$ cat config.mk
export PLATFORM = sky130hd
export DESIGN_NAME = jhss_hist_mem
export DESIGN_NICKNAME = d
export VERILOG_FILES = /design/src/rtl/jhss_pkg.sv /design/src/rtl/jhss_hist_mem.sv
export SDC_FILE = /design/constraint.sdc
export NUM_CORES = 2
export LEC_CHECK = 0
export BUFFER_PORTS_ARGS = -buffer_cell sky130_fd_sc_hd__buf_2
export CORE_ASPECT_RATIO = 1.1
export CORE_MARGIN = 1.5
export CORE_UTILIZATION = 40
export DETAILED_ROUTE_END_ITERATION = 8
export SKIP_CTS_REPAIR_TIMING = 1
export SLEW_MARGIN = 20
export SYNTH_ARGS = -nofsm -noshare
export SYNTH_HDL_FRONTEND = slang
export SYNTH_SLANG_ARGS = --single-unit
$ cat constraint.sdc
create_clock -name clk_i -period 8.4 [get_ports clk_i]
set_input_delay 1.26 -clock clk_i [delete_from_list [all_inputs] [get_ports clk_i]]
set_output_delay 1.26 -clock clk_i [all_outputs]
set_load 0.02 [all_outputs]
$ cat src/rtl/jhss_pkg.sv
// shared types, constants and helpers for the huffman symbol statistics core
package jhss_pkg;

  // defaults for the top-level parameters
  localparam int unsigned TABLE_COUNT_DEF     = 4;
  localparam int unsigned COMPONENT_COUNT_DEF = 4;
  localparam int unsigned COEF_BITS_DEF       = 12;
  localparam int unsigned COUNT_BITS_DEF      = 32;

  localparam int unsigned DC_BINS       = 16;
  localparam int unsigned AC_BINS       = 256;
  localparam int unsigned ZRL_LEN       = 16;
  localparam int unsigned COEF_BITS_MAX = 16;
  // a dc difference needs one bit more than a coefficient
  localparam int unsigned MAG_W         = COEF_BITS_MAX + 1;
  localparam int unsigned OUT_W         = 32;
  localparam int unsigned OQ_DEPTH      = 4;

  localparam logic [7:0] SYM_ZRL  = 8'hF0;
  localparam logic [7:0] SYM_EOB  = 8'h00;
  localparam logic [5:0] LAST_POS = 6'd63;
  localparam logic [5:0] RUN_MAX  = 6'd63;

  typedef enum logic [1:0] {
    OP_COEF  = 2'd0,
    OP_READ  = 2'd1,
    OP_START = 2'd2,
    OP_NOP   = 2'd3
  } op_e;

  // request to a histogram memory: increment or read-and-clear
  typedef enum logic [1:0] {
    HOP_NONE = 2'd0,
    HOP_BUMP = 2'd1,
    HOP_TAKE = 2'd2
  } hist_op_e;

  // where a read result's count comes from
  typedef enum logic [1:0] {
    SRC_DIRECT = 2'd0,
    SRC_DC     = 2'd1,
    SRC_AC     = 2'd2
  } res_src_e;

  // bit length of a magnitude, held at 15
  function automatic logic [3:0] size_cat(input logic [MAG_W-1:0] mag);
    logic [4:0] n;
    n = '0;
    for (int i = 0; i < MAG_W; i++) begin
      if (mag[i]) begin
        n = 5'(i + 1);
      end
    end
    if (n > 5'd15) begin
      n = 5'd15;
    end
    return n[3:0];
  endfunction

endpackage

$ cat src/rtl/jhss_hist_mem.sv
// histogram memory with saturating read-modify-write, forwarding and clearing pass
module jhss_hist_mem #(
  parameter int unsigned DEPTH      = 64,
  parameter int unsigned COUNT_BITS = 32
) (
  input  logic                     clk_i,
  input  logic                     rst_ni,
  input  jhss_pkg::hist_op_e       op_i,
  input  logic [$clog2(DEPTH)-1:0] addr_i,
  output logic [COUNT_BITS-1:0]    rdata_o,
  output logic                     busy_o
);

  localparam int unsigned AW = $clog2(DEPTH);
  localparam logic [AW-1:0] LAST_ADDR = AW'(DEPTH - 1);

  logic [COUNT_BITS-1:0] mem [DEPTH];

  logic                  clr_busy_q, clr_busy_d;
  logic [AW-1:0]         clr_addr_q, clr_addr_d;
  jhss_pkg::hist_op_e    s1_op_q;
  logic [AW-1:0]         s1_addr_q;
  logic                  fwd_q, fwd_d;
  logic [COUNT_BITS-1:0] fwd_data_q;
  logic [COUNT_BITS-1:0] rdata_q;

  logic [COUNT_BITS-1:0] old_val;
  logic [COUNT_BITS-1:0] new_val;
  logic                  we;
  logic [AW-1:0]         wa;
  logic [COUNT_BITS-1:0] wd;

  // the entry read last cycle may have been written by the request ahead of it
  assign old_val = fwd_q ? fwd_data_q : rdata_q;

  always_comb begin
    if (s1_op_q == jhss_pkg::HOP_BUMP) begin
      new_val = (old_val == '1) ? old_val : old_val + 1'b1;
    end else begin
      new_val = '0;
    end
  end

  always_comb begin
    clr_busy_d = clr_busy_q;
    clr_addr_d = clr_addr_q;
    if (clr_busy_q) begin
      if (clr_addr_q == LAST_ADDR) begin
        clr_busy_d = 1'b0;
      end else begin
        clr_addr_d = clr_addr_q + 1'b1;
      end
    end
  end

  always_comb begin
    if (clr_busy_q) begin
      we = 1'b1;
      wa = clr_addr_q;
      wd = '0;
    end else begin
      we = (s1_op_q != jhss_pkg::HOP_NONE);
      wa = s1_addr_q;
      wd = new_val;
    end
  end

  assign fwd_d = (op_i != jhss_pkg::HOP_NONE) && (s1_op_q != jhss_pkg::HOP_NONE) &&
                 (s1_addr_q == addr_i);

  always_ff @(posedge clk_i) begin
    if (we) begin
      mem[wa] <= wd;
    end
  end

  always_ff @(posedge clk_i) begin
    rdata_q    <= mem[addr_i];
    s1_addr_q  <= addr_i;
    fwd_data_q <= new_val;
  end

  always_ff @(posedge clk_i or negedge rst_ni) begin
    if (!rst_ni) begin
      clr_busy_q <= 1'b1;
      clr_addr_q <= '0;
      s1_op_q    <= jhss_pkg::HOP_NONE;
      fwd_q      <= 1'b0;
    end else begin
      clr_busy_q <= clr_busy_d;
      clr_addr_q <= clr_addr_d;
      s1_op_q    <= op_i;
      fwd_q      <= fwd_d;
    end
  end

  assign rdata_o = old_val;
  assign busy_o  = clr_busy_q;

  a_no_req_while_clearing: assert property (@(posedge clk_i) disable iff (!rst_ni)
    clr_busy_q |-> op_i == jhss_pkg::HOP_NONE)
    else $error("histogram request during clearing pass");

  a_fwd_from_write: assert property (@(posedge clk_i) disable iff (!rst_ni)
    fwd_q |-> $past(s1_op_q != jhss_pkg::HOP_NONE))
    else $error("forwarding without a preceding write");

  a_take_clears: assert property (@(posedge clk_i) disable iff (!rst_ni)
    (s1_op_q == jhss_pkg::HOP_TAKE) |=> fwd_data_q == '0)
    else $error("read-and-clear did not write zero");

  a_clear_ends_at_last: assert property (@(posedge clk_i) disable iff (!rst_ni)
    $fell(clr_busy_q) |-> $past(clr_addr_q) == LAST_ADDR)
    else $error("clearing pass ended early");

endmodule

==> summary.md <==
The source-to-sink clock delay at the later pin of the worst-skew pair was 0.85 ns; the number of setup violations in the final report was 0. The worst path needs 4.949 ns of the cycle, external delays included. The areal power density over the cells works out to 236.3 nW/um^2. The highest cell delay on the worst timing path works out to 0.97 ns. The region available for standard cell placement spans 204200 sq um.

For this configuration, the core starts out at a cell density of 40.19%. The die is 434.9 um wide. The overall routing resource usage came out at 21.66%. End point of the critical path: mem[7][7]. The combinational family with the most area after synthesis was multiplexers. Port buffering added 42 buffers. The critical path goes through mux2_2, ha_1, nand4b_1, a221oi_1, and3_1, buf_4, a21oi_1, a211oi_4, buf_4.

The final-report max-slew violation count was 0. The number of antenna violations at the first check in global routing was 17; the number of levels the H-tree was split into was 4. After detailed routing, the number of remaining DRC violations is 0. For this run, the register share of the synthesized area comes to 76.94%. The via density per instance was 5.973. Summing the areas of all fa, ha and maj instances in the mapped netlist gives 0.03049% of the synthesized area. In this run the worst setup path begins at fwd_q. For this run, asynchronously set or reset flops after synthesis account for 0.4699%.

Summed over all layers, the global routing overflow is 0. For this run, the detailed router's first-pass iteration total came to 6. Summed over its instances, the top area cell type makes up 74.93% of the synthesized netlist area. The worst path arrival time is 5.50 ns. Required time of the worst setup path: 8.95 ns.

For the number of clock sinks seen by CTS, the log shows 2128. At the end of routability-driven placement, the weighted congestion stood at 0.8681. In this run the critical register-to-register path is captured at mem[7][7].

edfxtp_1 takes more of the synthesized area than any other cell. After synthesis, the netlist uses 64 different library cells. The tools report the final net count as 4040.

After Yosys synthesis, and, or, nand and nor cells account for 2.607% of the synthesized area. At the pin with the least slew margin, the transition time is 1.273 ns. Setup repair after global routing left no endpoint under its margin. The die covers 207900 sq um. Clock tree synthesis selected as its root buffer the cell clkbuf_16. The flow ran to the end, and the final reports show no timing, DRC or antenna violations. Once placement finished, the instance area stood at 86940 sq um.

For this design the static power due to leakage is 29.28 nW. The cell area that synthesis handed to floorplanning was 82080 sq um. Counting stages on the worst path, the most repeated cell is buf_4. For the post-synthesis net count, the log shows 3855. The worst setup path is launched from a flip-flop. After the first detailed-routing iteration, the DRC count stood at 4819. The tools report the final worst clock skew as 0.04233 ns. The final worst-path cycle share came out at 58.92%. Clock tree synthesis inserted a total of 199 buffers. The final hold violation count was 0. Among all flip-flop cells after synthesis, the most frequent one is edfxtp_1.

Yosys attributes the largest share of cell area to edfxtp_1 (75%), mux4_2 (14%), mux2i_1 (1.7%). By startpoint and endpoint, the worst setup path is classified as reg -> reg. The startpoint identified for the worst register-to-register timing path is fwd_q. Slowest library cell on the worst path: dfrtp_2. The share of the synthesized area in compound gates (AO/OA/AOI/OAI) was 3.253%; the floorplan die height was 478.1 um. The element type at the critical path end was a flip-flop.

In the final routed layout, each cell accounts on average for 32.66 um. The worst-case headroom to the max-slew limit is 14.07%, and the clock edge transition at the registers on the reported setup and hold paths is 0.06 ns. Share of synthesized area spent on multiplexers: 15.79%. The run gives 3.45 ns as the register-to-register setup slack. The placement row count came out at 174. The maximum clock insertion buffer count was 3; the top-level I/O count was 43. The depth of the worst register-to-register path is 9, and the total vias in the final route is 41350.

The flop and latch count out of synthesis works out to 2128. The tools report the post-route setup TNS as 0 ns. For this block, the routed nets add up to 226100 um of wire. TritonCTS built the clock tree.

In this run the remaining antenna-violating nets after routing total 0. The run gives 125500 um as the placed wire-length estimate. The via count of the first global-routing pass is 41250, and the pin count of the biggest net entering global routing is 89.

VDD sags by at most 0.2182 mV. Summing all non-filler instances in the final layout gives an area of 93240 sq um. The gate count of the mapped netlist was 3843; the synthesized area per cell was 21.36 sq um. The first global-routing pass estimated 317500 um of wire. Based on the critical path, the design can be clocked at up to 202.1 MHz. The tools report the number of warnings issued by yosys as 0. Of the cells placed in the final design, the portion with a size suffix greater than 1 is 26.92%. Of all nets on the critical path, the largest fanout is 48. The classification of the worst-slack hold path was in -> async. Compared with the post-synthesis result, the final layout area differs by 13.60%.

Across the run, the number of max-cap violations was 0. Xor-xnor portion of the synthesized cell area: 0.1067%. The synthesized design contains 2048 enable-type register cells.
-- kinds of logic after synthesis --
kind of cell | Yosys count
AO/OA/AOI/OAI | 362
XOR/XNOR | 10
adder cells (fa/ha/maj) | 2
buffers and inverters | 239
flip-flops | 2128
multiplexers | 669
AND/OR/NAND/NOR | 433
-- final cells by class --
cell class | count | area (sq um)
fill | 17080 | 111000
sequential | 2128 | 63150
multi-input combinational | 1476 | 18750
clock buffer | 260 | 5394
tap | 2728 | 3413
timing repair buffer | 198 | 1540
clock inverter | 99 | 878.3
inverter | 25 | 93.84
antenna | 8 | 20.02
-- placed cells by master, fill, tap and decap left out, types with 13 or more instances in the layout --
cell       netlist  final
a311oi_1        13     13
buf_2           82     39
dfxtp_1         70     70
a22oi_1        126    126
edfxtp_1      2048   2048
nor2b_1         24     18
mux4_2         498    498
nand2_1        122    121
clkbuf_16        0    203
nand4_1         13     13
bufinv_16        0     14
mux2i_1        142    126
inv_1           25     24
a211oi_1        18     15
mux2i_4          0     16
o221ai_1        36     36
nand3b_1        14     14
buf_4            3    145
clkinv_2         0     33
and3_1          31     31
clkinv_1         0     40
clkbuf_1       105     47
o22ai_1         23     23
nor2_4           0     65
mux2_2          29     29
a21oi_1         56     54
a31oi_1         13     13
nor2_1          97     30
nor3_1          30     19
o21ai_0         22     13
nand3_1         57     57
-- cells in the mapped netlist (23+ instances only) --
| cell | count |
|---|---|
| a22oi_1 | 126 |
| mux4_2 | 498 |
| nand3_1 | 57 |
| buf_2 | 82 |
| and3_1 | 31 |
| o221ai_1 | 36 |
| inv_1 | 25 |
| nor2b_1 | 24 |
| edfxtp_1 | 2048 |
| nor3_1 | 30 |
| nor2_1 | 97 |
| o22ai_1 | 23 |
| dfxtp_1 | 70 |
| nand2_1 | 122 |
| mux2i_1 | 142 |
| clkbuf_1 | 105 |
| mux2_2 | 29 |
| a21oi_1 | 56 |
-- metrics by stage --
step                util (%)  hold WS [ns]  power, mW  std cells  setup WS, ns
finish                 45.66        0.2811      22.04       6922         3.451
global route           45.65        0.2767      22.59       6916         3.149
CTS                    45.64        0.2427      22.17       6914         3.505
detailed placement     42.57        0.5514      13.49       6555         3.404
global placement       42.55        0.5383      13.46       6550         3.053
floorplan                  -        0.5003      12.83       3843         2.082
-- how the worst min path moves through the flow --
stage,endpoint,cells after the start
final,clr_addr_q[3],1
after global routing,clr_addr_q[4],1
after CTS,clr_addr_q[3],1
after detailed placement,clr_addr_q[5],1
after global placement,clr_addr_q[5],1
after floorplan,clr_addr_q[5],1
-- report_power, final --
part | switching (mW) | internal (mW) | total [mW]
Sequential | 0.0711 | 11.8 | 11.9
Clock | 3.84 | 4.93 | 8.77
Combinational | 0.980 | 0.428 | 1.41
-- per-layer routing --
layer  share of wire, %  routed length (um)  GRT usage [%]
met2                 48              108500          35.01
met1                 40               91030          29.79
met5              0.031                  69              0
met3                7.4               16770          3.069
met4                4.3                9641          8.551
-- state kept, by name, summed over array words and instances (netlist names) --
signal and cells:
fwd_q 1, busy_o 1, s1_addr_q 6, clr_addr_q 6, s1_op_q 2, mem 2048
rdata_q 32, fwd_data_q 32
-- critical path: cells and delay by family, from the launching register on --
| family | cells | cell delay, ns |
|---|---|---|
| flops | 1 | 0.97 |
| mux | 1 | 0.35 |
| buf+inv | 2 | 0.84 |
| compound gates | 3 | 1.63 |
| simple gates | 2 | 0.50 |
| fa+ha+maj | 1 | 0.23 |
(Power assumes the default switching activity.)
